[src/hdl/sbsr_pkg.sv]
// Shared types, codes and default sizes for the swap-remove stack.
package sbsr_pkg;

  localparam int CAPACITY_DEF  = 16;
  localparam int WORD_BITS_DEF = 32;

  localparam int MODE_W   = 2;
  localparam int VALUE_W  = 32;
  localparam int STATUS_W = 2;
  localparam int COUNT_W  = 5;

  typedef enum logic [MODE_W-1:0] {
    MODE_PUSH   = 2'd0,
    MODE_POP    = 2'd1,
    MODE_DELETE = 2'd2,
    MODE_NOP    = 2'd3
  } mode_t;

  typedef enum logic [STATUS_W-1:0] {
    ST_DONE      = 2'd0,
    ST_FULL      = 2'd1,
    ST_EMPTY     = 2'd2,
    ST_NOT_FOUND = 2'd3
  } status_t;

endpackage

[src/hdl/sbsr_if.sv]
// Valid/ready channel interfaces for requests and responses.
interface sbsr_in_if;
  import sbsr_pkg::*;

  logic               valid;
  logic               ready;
  logic [MODE_W-1:0]  mode;
  logic [VALUE_W-1:0] value;

  modport source (output valid, output mode, output value, input ready);
  modport sink   (input valid, input mode, input value, output ready);
endinterface

interface sbsr_out_if;
  import sbsr_pkg::*;

  logic                valid;
  logic                ready;
  logic [STATUS_W-1:0] status;
  logic [VALUE_W-1:0]  popped_value;
  logic [COUNT_W-1:0]  entry_count;

  modport source (output valid, output status, output popped_value, output entry_count,
                  input ready);
  modport sink   (input valid, input status, input popped_value, input entry_count,
                  output ready);
endinterface

[src/hdl/sbsr_store.sv]
// Entry memory: one write port and one read port with registered read data.
module sbsr_store #(
  parameter int DEPTH = sbsr_pkg::CAPACITY_DEF,
  parameter int WIDTH = sbsr_pkg::WORD_BITS_DEF
) (
  input  logic                     clk,
  input  logic                     we,
  input  logic [$clog2(DEPTH)-1:0] waddr,
  input  logic [WIDTH-1:0]         wdata,
  input  logic [$clog2(DEPTH)-1:0] raddr,
  output logic [WIDTH-1:0]         rdata
);
  logic [WIDTH-1:0] mem [DEPTH];
  logic [WIDTH-1:0] rdata_r;

  always_ff @(posedge clk) begin
    if (we) begin
      mem[waddr] <= wdata;
    end
  end

  always_ff @(posedge clk) begin
    rdata_r <= mem[raddr];
  end

  assign rdata = rdata_r;
endmodule

[src/hdl/stack_bag_with_swap_remove_core.sv]
// Top level of the stack with swap-remove: request sequencer and entry store.
//
// Usage: one request enters on in_ch (mode, value) and exactly one response
// leaves on out_ch (status, popped_value, entry_count). A beat moves when valid
// and ready are both high. The block works on one request at a time: in_ch.ready
// is high only while it is idle, and it stays low until the response beat has
// been taken on out_ch.
// A push, a refused request or the unused mode goes from S_DISPATCH straight to the
// response state S_RESP; a pop passes through S_POP to collect the read data, and a
// delete scans the entries from index 0 upward in S_SCAN, then on a match moves the
// top entry in S_TOP. A delete that misses scans every entry before it responds.
// A new request is taken no earlier than the cycle after the response beat, so
// the block never works on two requests at once.
// The delete time is set by the single memory read port and the one comparator,
// which look at one stored entry per cycle.
// Reset empties the store at once; no clearing pass is needed since only entries
// below the fill count are ever used. While the receiver holds out_ch.ready low
// the response stays on the port unchanged and no new request is taken.
module stack_bag_with_swap_remove_core #(
  parameter int CAPACITY  = sbsr_pkg::CAPACITY_DEF,
  parameter int WORD_BITS = sbsr_pkg::WORD_BITS_DEF
) (
  input logic       clk,
  input logic       rst_n,
  sbsr_in_if.sink   in_ch,
  sbsr_out_if.source out_ch
);
  import sbsr_pkg::*;

  localparam int AW    = $clog2(CAPACITY);
  localparam int CNT_W = $clog2(CAPACITY + 1);
  localparam logic [CNT_W-1:0] CAP_CNT = CNT_W'(CAPACITY);

  typedef enum logic [6:0] {
    S_IDLE     = 7'b0000001,
    S_DISPATCH = 7'b0000010,
    S_POP      = 7'b0000100,
    S_SCAN     = 7'b0001000,
    S_TOP      = 7'b0010000,
    S_RESP     = 7'b0100000,
    S_SPARE    = 7'b1000000
  } state_t;

  state_t                state_r, state_nxt;
  mode_t                 mode_r, mode_nxt;
  logic [WORD_BITS-1:0]  word_r, word_nxt;
  logic [CNT_W-1:0]      count_r, count_nxt;
  logic [AW-1:0]         idx_r, idx_nxt;
  status_t               status_r, status_nxt;
  logic [VALUE_W-1:0]    popped_r, popped_nxt;

  logic                  mem_we;
  logic [AW-1:0]         mem_waddr;
  logic [WORD_BITS-1:0]  mem_wdata;
  logic [AW-1:0]         mem_raddr;
  logic [WORD_BITS-1:0]  mem_rdata;

  logic [63:0]           value_ext;
  logic [63:0]           rdata_ext;
  logic [CNT_W-1:0]      top_idx;
  logic [31:0]           count_ext;
  logic                  hit;

  assign value_ext = 64'(in_ch.value);
  assign rdata_ext = 64'(mem_rdata);
  assign top_idx   = count_r - 1'b1;
  assign count_ext = 32'(count_r);
  // The one comparator that the delete scan reuses every cycle.
  assign hit       = (mem_rdata == word_r);

  sbsr_store #(
    .DEPTH (CAPACITY),
    .WIDTH (WORD_BITS)
  ) u_store (
    .clk   (clk),
    .we    (mem_we),
    .waddr (mem_waddr),
    .wdata (mem_wdata),
    .raddr (mem_raddr),
    .rdata (mem_rdata)
  );

  always_comb begin
    state_nxt  = state_r;
    mode_nxt   = mode_r;
    word_nxt   = word_r;
    count_nxt  = count_r;
    idx_nxt    = idx_r;
    status_nxt = status_r;
    popped_nxt = popped_r;
    mem_we     = 1'b0;
    mem_waddr  = idx_r;
    mem_wdata  = word_r;
    mem_raddr  = top_idx[AW-1:0];

    unique case (state_r)
      S_IDLE: begin
        if (in_ch.valid) begin
          mode_nxt  = mode_t'(in_ch.mode);
          word_nxt  = value_ext[WORD_BITS-1:0];
          state_nxt = S_DISPATCH;
        end
      end
      S_DISPATCH: begin
        status_nxt = ST_DONE;
        popped_nxt = '0;
        idx_nxt    = '0;
        state_nxt  = S_RESP;
        case (mode_r)
          MODE_PUSH: begin
            if (count_r == CAP_CNT) begin
              status_nxt = ST_FULL;
            end else begin
              mem_we    = 1'b1;
              mem_waddr = count_r[AW-1:0];
              mem_wdata = word_r;
              count_nxt = count_r + 1'b1;
            end
          end
          MODE_POP: begin
            if (count_r == '0) begin
              status_nxt = ST_EMPTY;
            end else begin
              // The read of the top entry is issued here; data lands next cycle.
              mem_raddr = top_idx[AW-1:0];
              count_nxt = top_idx;
              state_nxt = S_POP;
            end
          end
          MODE_DELETE: begin
            if (count_r == '0) begin
              status_nxt = ST_NOT_FOUND;
            end else begin
              mem_raddr = '0;
              state_nxt = S_SCAN;
            end
          end
          default: begin
            status_nxt = ST_DONE;
          end
        endcase
      end
      S_POP: begin
        popped_nxt = rdata_ext[VALUE_W-1:0];
        state_nxt  = S_RESP;
      end
      S_SCAN: begin
        // mem_rdata holds the entry at idx_r, read in the previous cycle.
        if (hit) begin
          mem_raddr = top_idx[AW-1:0];
          state_nxt = S_TOP;
        end else if (CNT_W'(idx_r) == top_idx) begin
          status_nxt = ST_NOT_FOUND;
          state_nxt  = S_RESP;
        end else begin
          idx_nxt   = AW'(idx_r + 1'b1);
          mem_raddr = AW'(idx_r + 1'b1);
        end
      end
      S_TOP: begin
        // Move the top entry into the matched slot; a match at the top just shrinks.
        mem_we     = 1'b1;
        mem_waddr  = idx_r;
        mem_wdata  = mem_rdata;
        count_nxt  = top_idx;
        state_nxt  = S_RESP;
      end
      S_RESP: begin
        if (out_ch.ready) begin
          state_nxt = S_IDLE;
        end
      end
      default: begin
        state_nxt = S_IDLE;
      end
    endcase
  end

  always_ff @(posedge clk) begin
    if (!rst_n) begin
      state_r <= S_IDLE;
      count_r <= '0;
    end else begin
      state_r <= state_nxt;
      count_r <= count_nxt;
    end
  end

  always_ff @(posedge clk) begin
    mode_r   <= mode_nxt;
    word_r   <= word_nxt;
    idx_r    <= idx_nxt;
    status_r <= status_nxt;
    popped_r <= popped_nxt;
  end

  assign in_ch.ready         = (state_r == S_IDLE);
  assign out_ch.valid        = (state_r == S_RESP);
  assign out_ch.status       = status_r;
  assign out_ch.popped_value = popped_r;
  assign out_ch.entry_count  = count_ext[COUNT_W-1:0];
endmodule

[src/flat_wrapper.sv]
// flat-port wrapper written by rule: the top's interface ports become plain ports
module stack_bag_with_swap_remove_core_flat import sbsr_pkg::*;
#(
  parameter int CAPACITY  = sbsr_pkg::CAPACITY_DEF,
  parameter int WORD_BITS = sbsr_pkg::WORD_BITS_DEF
)
  (clk, rst_n, in_ch_valid, in_ch_mode, in_ch_value, in_ch_ready, out_ch_valid, out_ch_status, out_ch_popped_value, out_ch_entry_count, out_ch_ready);
  sbsr_in_if in_ch_i ();
  sbsr_out_if out_ch_i ();
  input logic clk;
  input logic rst_n;
  input wire logic [$bits(in_ch_i.valid)-1:0] in_ch_valid;
  input wire logic [$bits(in_ch_i.mode)-1:0] in_ch_mode;
  input wire logic [$bits(in_ch_i.value)-1:0] in_ch_value;
  output wire logic [$bits(in_ch_i.ready)-1:0] in_ch_ready;
  output wire logic [$bits(out_ch_i.valid)-1:0] out_ch_valid;
  output wire logic [$bits(out_ch_i.status)-1:0] out_ch_status;
  output wire logic [$bits(out_ch_i.popped_value)-1:0] out_ch_popped_value;
  output wire logic [$bits(out_ch_i.entry_count)-1:0] out_ch_entry_count;
  input wire logic [$bits(out_ch_i.ready)-1:0] out_ch_ready;
  assign in_ch_i.valid = in_ch_valid;
  assign in_ch_i.mode = in_ch_mode;
  assign in_ch_i.value = in_ch_value;
  assign in_ch_ready = in_ch_i.ready;
  assign out_ch_valid = out_ch_i.valid;
  assign out_ch_status = out_ch_i.status;
  assign out_ch_popped_value = out_ch_i.popped_value;
  assign out_ch_entry_count = out_ch_i.entry_count;
  assign out_ch_i.ready = out_ch_ready;
  stack_bag_with_swap_remove_core #(.CAPACITY(CAPACITY), .WORD_BITS(WORD_BITS)) u_core (.clk(clk), .rst_n(rst_n), .in_ch(in_ch_i), .out_ch(out_ch_i));
endmodule
[config.mk]
export PLATFORM = sky130hd
export DESIGN_NAME = stack_bag_with_swap_remove_core_flat
export DESIGN_NICKNAME = d
export VERILOG_FILES = /design/src/hdl/sbsr_pkg.sv /design/src/hdl/sbsr_if.sv /design/src/hdl/sbsr_store.sv /design/src/hdl/stack_bag_with_swap_remove_core.sv /design/src/flat_wrapper.sv
export SDC_FILE = /design/constraint.sdc
export NUM_CORES = 1
export LEC_CHECK = 0
export ABC_AREA = 1
export BUFFER_PORTS_ARGS = -buffer_cell sky130_fd_sc_hd__buf_2
export CORE_MARGIN = 5
export CORE_UTILIZATION = 30
export CTS_CLUSTER_DIAMETER = 40
export CTS_CLUSTER_SIZE = 40
export DETAILED_ROUTE_END_ITERATION = 6
export GPL_ROUTABILITY_DRIVEN = 1
export PLACE_DENSITY_LB_ADDON = 0.25
export SLEW_MARGIN = 20
export SYNTH_ARGS = -nofsm -noshare
export SYNTH_HDL_FRONTEND = slang
export SYNTH_HIERARCHICAL = 1
export SYNTH_SLANG_ARGS = --single-unit
[constraint.sdc]
create_clock -name clk -period 7.7 [get_ports clk]
set_input_delay 0.77 -clock clk [delete_from_list [all_inputs] [get_ports clk]]
set_output_delay 0.77 -clock clk [all_outputs]
set_load 0.05 [all_outputs]
==> results of run 1 <==
[cell families after synthesis]
family,after synthesis,synth area share [%]
AOI/OAI and AO/OA,57,1.10
xor gates and xnor gates,30,0.996
adders and majority gates,7,0.323
buffers and inverters,591,9.37
DFF,627,67.8
and+or+nand+nor,1299,20.4
[final cells by class]
type,instances,area (µm²)
sequential,627,18400
inverter,475,1800
multi-input combinational,1393,6380
clock inverter,76,1030
fill,8854,57300
tap,1176,1470
clock buffer,117,2650
timing repair buffer,135,822
[flip-flops by register name, indices dropped and copies added, names as in the netlist]
| signal | flops |
|---|---|
| u_core/idx_r | 4 |
| u_core/mode_r | 2 |
| u_core/out_ch.entry_count | 5 |
| u_core/out_ch.popped_value | 32 |
| u_core/out_ch.status | 2 |
| u_core/state_r | 6 |
| u_core/u_store/mem | 512 |
| u_core/u_store/rdata | 32 |
| u_core/word_r | 32 |
[synthesized netlist by cell type]
cell type  instances
xor2_2             1
buf_12             1
nand4_2            1
nand2_4            1
nand4_4            2
nor4_4             1
nand2_1          796
ha_1               7
or2_2              1
dfxtp_1           43
nand4_1            2
inv_4              2
nand3_2            3
clkbuf_1          19
buf_2             45
xnor2_1           23
nor2_2             2
edfxtp_1         584
nor3_2             3
nor3_1             2
nor4_1             1
nand3b_1           2
nand3_1          395
o21ai_2            1
nand2_2            9
clkbuf_2           1
nor2_1            77
buf_1             14
o21ai_0           39
a21oi_1            7
nand3_4            1
buf_4              7
buf_6             29
o21ai_1            5
inv_1            463
o211ai_1           1
o22ai_1            3
xor2_1             6
inv_2             10
o2111ai_1          1
[final timing paths]
check / start / to / slack (ns) / cells past startpoint
setup reg to reg: u_core/word_r[3] / u_core/u_store/rdata[19] / 3.26 / 19
setup / recovery: u_core/word_r[3] / u_core/u_store/rdata[19] / 3.26 / 19
hold / removal: in_ch_value[9] / u_core/word_r[9] / 0.30 / 1
hold reg to reg: u_core/out_ch.entry_count[0] / u_core/out_ch.entry_count[0] / 0.56 / 1
[metal layers]
layer | vias to the layer above | share of wire, % | track usage, %
met5 | - | 0 | 0
met4 | 0 | 2.0 | 3.37
met3 | 120 | 4.7 | 2.69
met2 | 391 | 47 | 24.1
met1 | 8469 | 46 | 20.2
li1 | 8691 | - | -
[metrics by stage]
| step | instances | util [%] | worst slack, ns | cell area [µm²] |
|---|---|---|---|---|
| 2_1_floorplan | 2611 | - | 3.92 | 27100 |
| 3_3_place_gp | 3806 | 32.1 | 3.28 | 28800 |
| 3_5_place_dp | 3806 | 32.1 | 3.23 | 28800 |
| 4_1_cts | 3999 | 36.2 | 3.21 | 32500 |
| 5_1_grt | 3999 | 36.2 | 2.81 | 32500 |
| 6_report | 3999 | 36.2 | 3.26 | 32500 |
[power groups by stage]
stage               clock network [mW]  logic, mW  registers, mW
global placement                     0       2.64           4.33
floorplan                            0       1.80           4.37
global route                      5.09       2.91           4.28
detailed placement                   0       2.63           4.33
CTS                               4.93       2.64           4.26
finish                            4.83       2.60           4.26
[critical path: stages, from the launching register on]
cell	delay, ns
edfxtp_1	0.42
xnor2_1	0.18
nand2_1	0.06
nor2_1	0.32
nand2_1	0.19
nor2_1	0.28
nand2_1	0.22
nand2_2	0.17
nand2_2	0.07
nand2_2	0.10
nand2_1	0.09
nand2_4	0.43
clkinv_8	0.55
buf_4	0.58
nand2_1	0.16
nand2_1	0.06
nand2_1	0.05
nand3_1	0.08
nand3_1	0.10
nand2_1	0.06
==> results.sh, run 1 <==
export IMPL_globalplace_congestion=0.747
export IMPL_htreeDepth=3
export IMPL_ant_nets=0
export IMPL_cts_hold_buf=0
export IMPL_first_pass_iters=5
export IMPL_yosysTopAreaCellShare_pct=64.6
export IMPL_leakage_nw=13.8
export IMPL_arrival_ns=4.97
export IMPL_hpwl_mm=37.1
export IMPL_cp_end_kind="flip-flop"
export IMPL_portBuffers=78
export IMPL_fin_skew_ns=0.0226
export IMPL_cts_sinks=627
export IMPL_slew_limit_headroom_pct=26.4
export IMPL_ctsRootBufferMaster="clkbuf_16"
export IMPL_seq_power_share_pct=36.4
export IMPL_cts_tree="done"
export IMPL_avgViaCountPerCell=4.42
export IMPL_overflow=0
export IMPL_ys_seq_elements=627
export IMPL_yosysUniqueCellTypes=40
export IMPL_mostFrequentLayoutCells="nand2_1, edfxtp_1, inv_1"
export IMPL_diodes=0
export IMPL_cap_violations=0
export IMPL_combPwrFrac_pct=22.3
export IMPL_wirelength_mm=71.7
export IMPL_layout_nets=2779
export IMPL_hold_ws_ns=0.298
export IMPL_final_setup_tns_ns=0
export IMPL_grt_pass1_wl_mm=109
export IMPL_post_cts_buffers=0
export IMPL_setup_viol=0
export IMPL_cts_buffers=102
export IMPL_postSynthCellCount=2611
export IMPL_initial_core_util_pct=30.2
export IMPL_cts_resized=0
export IMPL_finalCritPeriodShare_pct=57.7
export IMPL_core_rowCount=110
export IMPL_grt_max_degree=111
export IMPL_synth_warnings=6
export IMPL_vias=17700
export IMPL_crit_required_ns=8.23
export IMPL_rsz0062_at_grt="false"
export IMPL_synth_nets=2656
export IMPL_switching_share_pct=31.8
export IMPL_netlist_area_um2=27100
export IMPL_core_region_area_um2=89900
export IMPL_drc=0
export IMPL_fmax_mhz=225
export IMPL_pin_count=79
export IMPL_first_global_vias=17100
export IMPL_dieHeight_um=311
export IMPL_tightest_slew_ns=1.10
export IMPL_switchingPower_mw=3.72
export IMPL_slew_viol_final=0
export IMPL_clock_path_buffers=3
export IMPL_layout_drive_gt1_share_pct=13.3
export IMPL_synthTopCellsByArea="edfxtp_1, nand2_1, nand3_1"
export IMPL_ir_worst_vdd_mv=0.174
export IMPL_outcome="finished clean"
export IMPL_syn_avg_cell_area_um2=10.4
export IMPL_seq_area_frac_synth_pct=67.8
export IMPL_grtUsageTotal_pct=14.6
export IMPL_start_kind="flip-flop"
export IMPL_clkPwrFrac_pct=41.3
export IMPL_final_common_cell="nand2_1"
export IMPL_area_delta_synth_final_pct=20.0
export IMPL_die_width_um=311
export IMPL_drt_iter0_drc=1278
export IMPL_clkLatencyLatePin_ns=0.65
export IMPL_internal_power_mw=7.97
export IMPL_wire_per_inst_um=17.9
export IMPL_critPathMaxFanout=110
export IMPL_crit_type="flip-flop to flip-flop"
export IMPL_antenna_found_initial=4
export IMPL_clk_pin_slew_ns=0.05
export IMPL_min_path_type="primary input to flip-flop"
export IMPL_die_area_um2=96600
export IMPL_p_total_mw=11.7
export IMPL_fin_crit_ns=4.44
export IMPL_power_density_nw_per_um2=359
export IMPL_hold_viol=0
export IMPL_yosysTopAreaCell="edfxtp_1"
No activity file was read; power rests on OpenSTA's default activity.
==> run 2: changes to the inputs <==
clock period = 4.4 ns   (was 7.7 ns; I/O delays follow)
==> results.sh, run 2 (synthesized netlist as in run 1, its figures left out) <==
export IMPL_outcome="finished clean"
export IMPL_largest_register_ffs=512
export IMPL_ctsRootBufferMaster="clkbuf_16"
export IMPL_clk_pin_slew_ns=0.05
export IMPL_grt_pass1_wl_mm=108
export IMPL_core_rowCount=110
export IMPL_hold_viol=0
export IMPL_min_delay_path_depth=1
export IMPL_die_width_um=311
export IMPL_ant_nets=0
export IMPL_post_cts_buffers=0
export IMPL_hpwl_mm=37.4
export IMPL_cap_violations=0
export IMPL_wirelength_mm=71.3
export IMPL_regMostFlops="u_core/u_store/mem"
export IMPL_fmax_mhz=265
export IMPL_area_delta_synth_final_pct=22.0
export IMPL_crit_required_ns=4.93
export IMPL_clkLatencyLatePin_ns=0.66
export IMPL_portBuffers=78
export IMPL_setup_viol=0
export IMPL_antenna_found_initial=0
export IMPL_wire_per_inst_um=17.6
export IMPL_power_density_nw_per_um2=616
export IMPL_initial_core_util_pct=30.2
export IMPL_final_common_cell="nand2_1"
export IMPL_mostFrequentLayoutCells="nand2_1, edfxtp_1, inv_1"
export IMPL_globalplace_congestion=0.748
export IMPL_first_global_vias=17400
export IMPL_fin_skew_ns=0.0438
export IMPL_min_path_type="primary input to flip-flop"
export IMPL_rsz0062_at_grt="false"
export IMPL_p_total_mw=20.4
export IMPL_layout_drive_gt1_share_pct=13.6
export IMPL_drc=0
export IMPL_clock_path_buffers=3
export IMPL_overflow=0
export IMPL_fin_crit_ns=3.77
export IMPL_drt_iter0_drc=1118
export IMPL_grt_max_degree=150
export IMPL_start_kind="flip-flop"
export IMPL_htreeDepth=3
export IMPL_leakage_nw=14.0
export IMPL_core_region_area_um2=89900
export IMPL_slew_viol_final=0
export IMPL_pin_count=79
export IMPL_layout_nets=2829
export IMPL_rr_worst_depth=18
export IMPL_dieHeight_um=311
export IMPL_cp_end_kind="flip-flop"
export IMPL_first_pass_iters=5
export IMPL_cts_resized=0
export IMPL_diodes=0
export IMPL_grtUsageTotal_pct=14.5
export IMPL_finalCritPeriodShare_pct=85.7
export IMPL_ir_worst_vdd_mv=0.525
export IMPL_arrival_ns=4.30
export IMPL_avgViaCountPerCell=4.39
export IMPL_final_setup_tns_ns=0
export IMPL_crit_type="flip-flop to flip-flop"
export IMPL_cts_sinks=627
export IMPL_slew_limit_headroom_pct=27.0
export IMPL_vias=17800
export IMPL_cts_hold_buf=33
export IMPL_cts_tree="done"
export IMPL_tightest_slew_ns=1.09
export IMPL_die_area_um2=96600
export IMPL_cts_buffers=103
export IMPL_critPathMaxFanout=40
run 2: through the flow:
stage	utilization, %	area (µm²)	worst slack, ns	instances	hold WS, ns
6_report	36.8	33100	0.631	4050	0.0451
5_1_grt	36.8	33100	0.370	4050	0.0138
4_1_cts	36.8	33100	0.639	4050	0.00840
3_5_place_dp	32.4	29100	0.632	3822	0.532
3_3_place_gp	32.4	29100	0.660	3822	0.530
2_1_floorplan	-	27100	0.622	2611	0.529
run 2: worst paths after layout:
path	from	to	slack, ns
worst max-delay path	u_core/word_r[3]	u_core/u_store/rdata[20]	0.63
worst min-delay path	in_ch_value[2]	u_core/word_r[2]	0.05
worst max register to register	u_core/word_r[3]	u_core/u_store/rdata[20]	0.63
worst min register to register	u_core/out_ch.entry_count[0]	u_core/out_ch.entry_count[0]	0.54
run 2: layer usage:
| metal | global-route usage, % | part of all wire (%) | up-vias | wire, µm |
|---|---|---|---|---|
| met5 | 0 | 0 | - | 0 |
| met4 | 4.01 | 2.4 | 0 | 1710 |
| met3 | 2.42 | 4.3 | 114 | 3090 |
| met2 | 24.3 | 47 | 393 | 33900 |
| met1 | 19.6 | 46 | 8458 | 32700 |
| li1 | - | - | 8811 | - |
run 2: where the power goes:
group / total, mW / switching (mW) / leakage (nW) / internal [mW]
Clock: 8.29 / 2.94 / 1.76 / 5.35
Combinational: 4.63 / 3.29 / 6.62 / 1.34
Sequential: 7.46 / 0.248 / 5.62 / 7.22
run 2: critical path: stages (launching register included):
cell and delay, ns:
edfxtp_1 0.44, xnor2_1 0.18, nand2_1 0.06, nor2_1 0.26
nand2_1 0.11, nor2_1 0.37, nand2_1 0.26, nand2_2 0.17
nand2_2 0.08, nand2_2 0.09, nand2_1 0.09, nand2_4 0.10
buf_4 0.41, buf_4 0.52, nand2_1 0.12, nand3_1 0.11
nand3_1 0.08, nand3_1 0.14, nand2_1 0.07
run 2: final cells by class:
cell class,count,area [µm²]
repair buffers,184,1430
multi-input cells,1393,6370
clock inverters,72,912
flip-flops and latches,627,18400
well taps,1176,1470
fillers,8723,56800
inverters,475,1800
clock buffers,123,2720
==> run 3: changes to the inputs <==
BUFFER_PORTS_ARGS = unset   (was -buffer_cell sky130_fd_sc_hd__buf_2)
DONT_BUFFER_PORTS = 1   (was unset)
HOLD_SLACK_MARGIN = 0.1   (was unset)
REMOVE_ABC_BUFFERS = 1   (was unset)
==> results.sh, run 3 (synthesized netlist as in run 1, its figures left out) <==
export IMPL_core_region_area_um2=89900
export IMPL_core_rowCount=110
export IMPL_layout_nets=2751
export IMPL_cts_resized=0
export IMPL_arrival_ns=4.34
export IMPL_grt_max_degree=137
export IMPL_outcome="finished clean"
export IMPL_first_pass_iters=7
export IMPL_globalplace_congestion=0.776
export IMPL_vias=17900
export IMPL_dpl_cell_area_um2=28700
export IMPL_final_common_cell="nand2_1"
export IMPL_drc=0
export IMPL_grtUsageTotal_pct=14.8
export IMPL_mostFrequentLayoutCells="nand2_1, edfxtp_1, inv_1"
export IMPL_drt_iter0_drc=1448
export IMPL_htreeDepth=3
export IMPL_rsz0062_at_grt="false"
export IMPL_die_width_um=311
export IMPL_fill_cells=8810
export IMPL_pin_count=79
export IMPL_rrSetupSlack_ns=0.65
export IMPL_fin_cells=3972
export IMPL_clk_pin_slew_ns=0.06
export IMPL_tightest_slew_ns=1.01
export IMPL_cap_violations=0
export IMPL_min_delay_path_depth=4
export IMPL_cts_sinks=627
export IMPL_startpoint="u_core/word_r[22]"
export IMPL_fmax_mhz=267
export IMPL_cts_tree="done"
export IMPL_dieHeight_um=311
export IMPL_clock_path_buffers=3
export IMPL_power_density_nw_per_um2=618
export IMPL_crit_type="flip-flop to flip-flop"
export IMPL_initial_core_util_pct=30.2
export IMPL_leakage_nw=13.7
export IMPL_cp_end_kind="flip-flop"
export IMPL_avgViaCountPerCell=4.50
export IMPL_clkLatencyLatePin_ns=0.65
export IMPL_portBuffers=0
export IMPL_area_delta_synth_final_pct=20.2
export IMPL_fin_crit_ns=3.75
export IMPL_antenna_found_initial=2
export IMPL_hpwl_mm=37.8
export IMPL_start_kind="flip-flop"
export IMPL_regMostFlops="u_core/u_store/mem"
export IMPL_largest_register_ffs=512
export IMPL_cts_buffers=103
export IMPL_slew_limit_headroom_pct=32.0
export IMPL_setup_viol=0
export IMPL_layout_drive_gt1_share_pct=11.2
export IMPL_r2r_start="u_core/word_r[22]"
export IMPL_min_path_type="primary input to flip-flop"
export IMPL_first_global_vias=17700
export IMPL_slew_viol_final=0
export IMPL_setup_ws_ns=0.648
export IMPL_ant_nets=0
export IMPL_ctsRootBufferMaster="clkbuf_16"
export IMPL_worstHoldStart="in_ch_valid"
export IMPL_critPathMaxFanout=84
export IMPL_final_area_um2=32600
export IMPL_die_area_um2=96600
export IMPL_cts_hold_buf=36
export IMPL_fin_skew_ns=0.0227
export IMPL_grt_pass1_wl_mm=110
export IMPL_overflow=0
export IMPL_p_total_mw=20.2
export IMPL_wirelength_mm=73.1
export IMPL_rr_worst_depth=16
export IMPL_wire_per_inst_um=18.4
export IMPL_dp_slack_ns=0.717
export IMPL_ir_worst_vdd_mv=0.475
export IMPL_placed_cells=3740
export IMPL_post_cts_buffers=0
export IMPL_finalCritPeriodShare_pct=85.3
export IMPL_final_setup_tns_ns=0
export IMPL_hold_viol=0
export IMPL_crit_required_ns=4.98
run 3: changes by cell type in the layout (fill, tap and decap cells not counted), sizes merged:
cell / delta
bufinv: -8
buf: -81
diode: +2
clkbuf: -8
clkinv: -2
inv: +18
clkinvlp: -2
dlygate4sd3: +3
run 3: cell type report:
class | instances | area (µm²) | area share (%)
timing repair buffer | 106 | 1090 | 3.35
inverter | 475 | 1790 | 5.50
sequential | 627 | 18400 | 56.4
clock inverter | 78 | 781 | 2.39
antenna | 2 | 5.00 | 0.0153
clock buffer | 115 | 2730 | 8.36
multi-input combinational | 1393 | 6360 | 19.5
tap | 1176 | 1470 | 4.51
run 3: metrics by stage:
step	util [%]	hold WS (ns)
global route	36.3	0.230
floorplan	-	0.529
finish	36.3	0.186
CTS	36.3	0.156
global placement	32.0	0.539
detailed placement	32.0	0.539
run 3: worst paths after layout:
kind | to
worst max register to register | u_core/u_store/rdata[22]
worst min register to register | u_core/out_ch.popped_value[13]
worst min-delay path | u_core/state_r[0]
worst max-delay path | u_core/u_store/rdata[22]
run 3: routing by layer:
metal  global-route usage, %  up-vias  wire (µm)
met5                       0        -          0
met4                    4.15        0       1890
met3                    2.77      117       3610
met2                    24.1      412      33800
met1                    20.5     8677      33800
li1                        -     8660          -
run 3: where the power goes:
part | switching, mW | internal (mW)
clock network | 3.04 | 4.98
logic | 3.25 | 1.32
registers | 0.373 | 7.21
run 3: critical path, cell delays in order (launching register included):
cell      delay, ns
edfxtp_1       0.41
xnor2_1        0.49
nand2_1        0.14
nor2_1         0.19
nand2_1        0.14
nor2_1         0.26
nand2_1        0.25
nand3_1        0.18
nand2_4        0.10
inv_6          0.53
buf_12         0.41
nand2_1        0.09
nand2_1        0.08
nand2_1        0.05
nand3_1        0.09
nand3_1        0.08
nand2_1        0.10
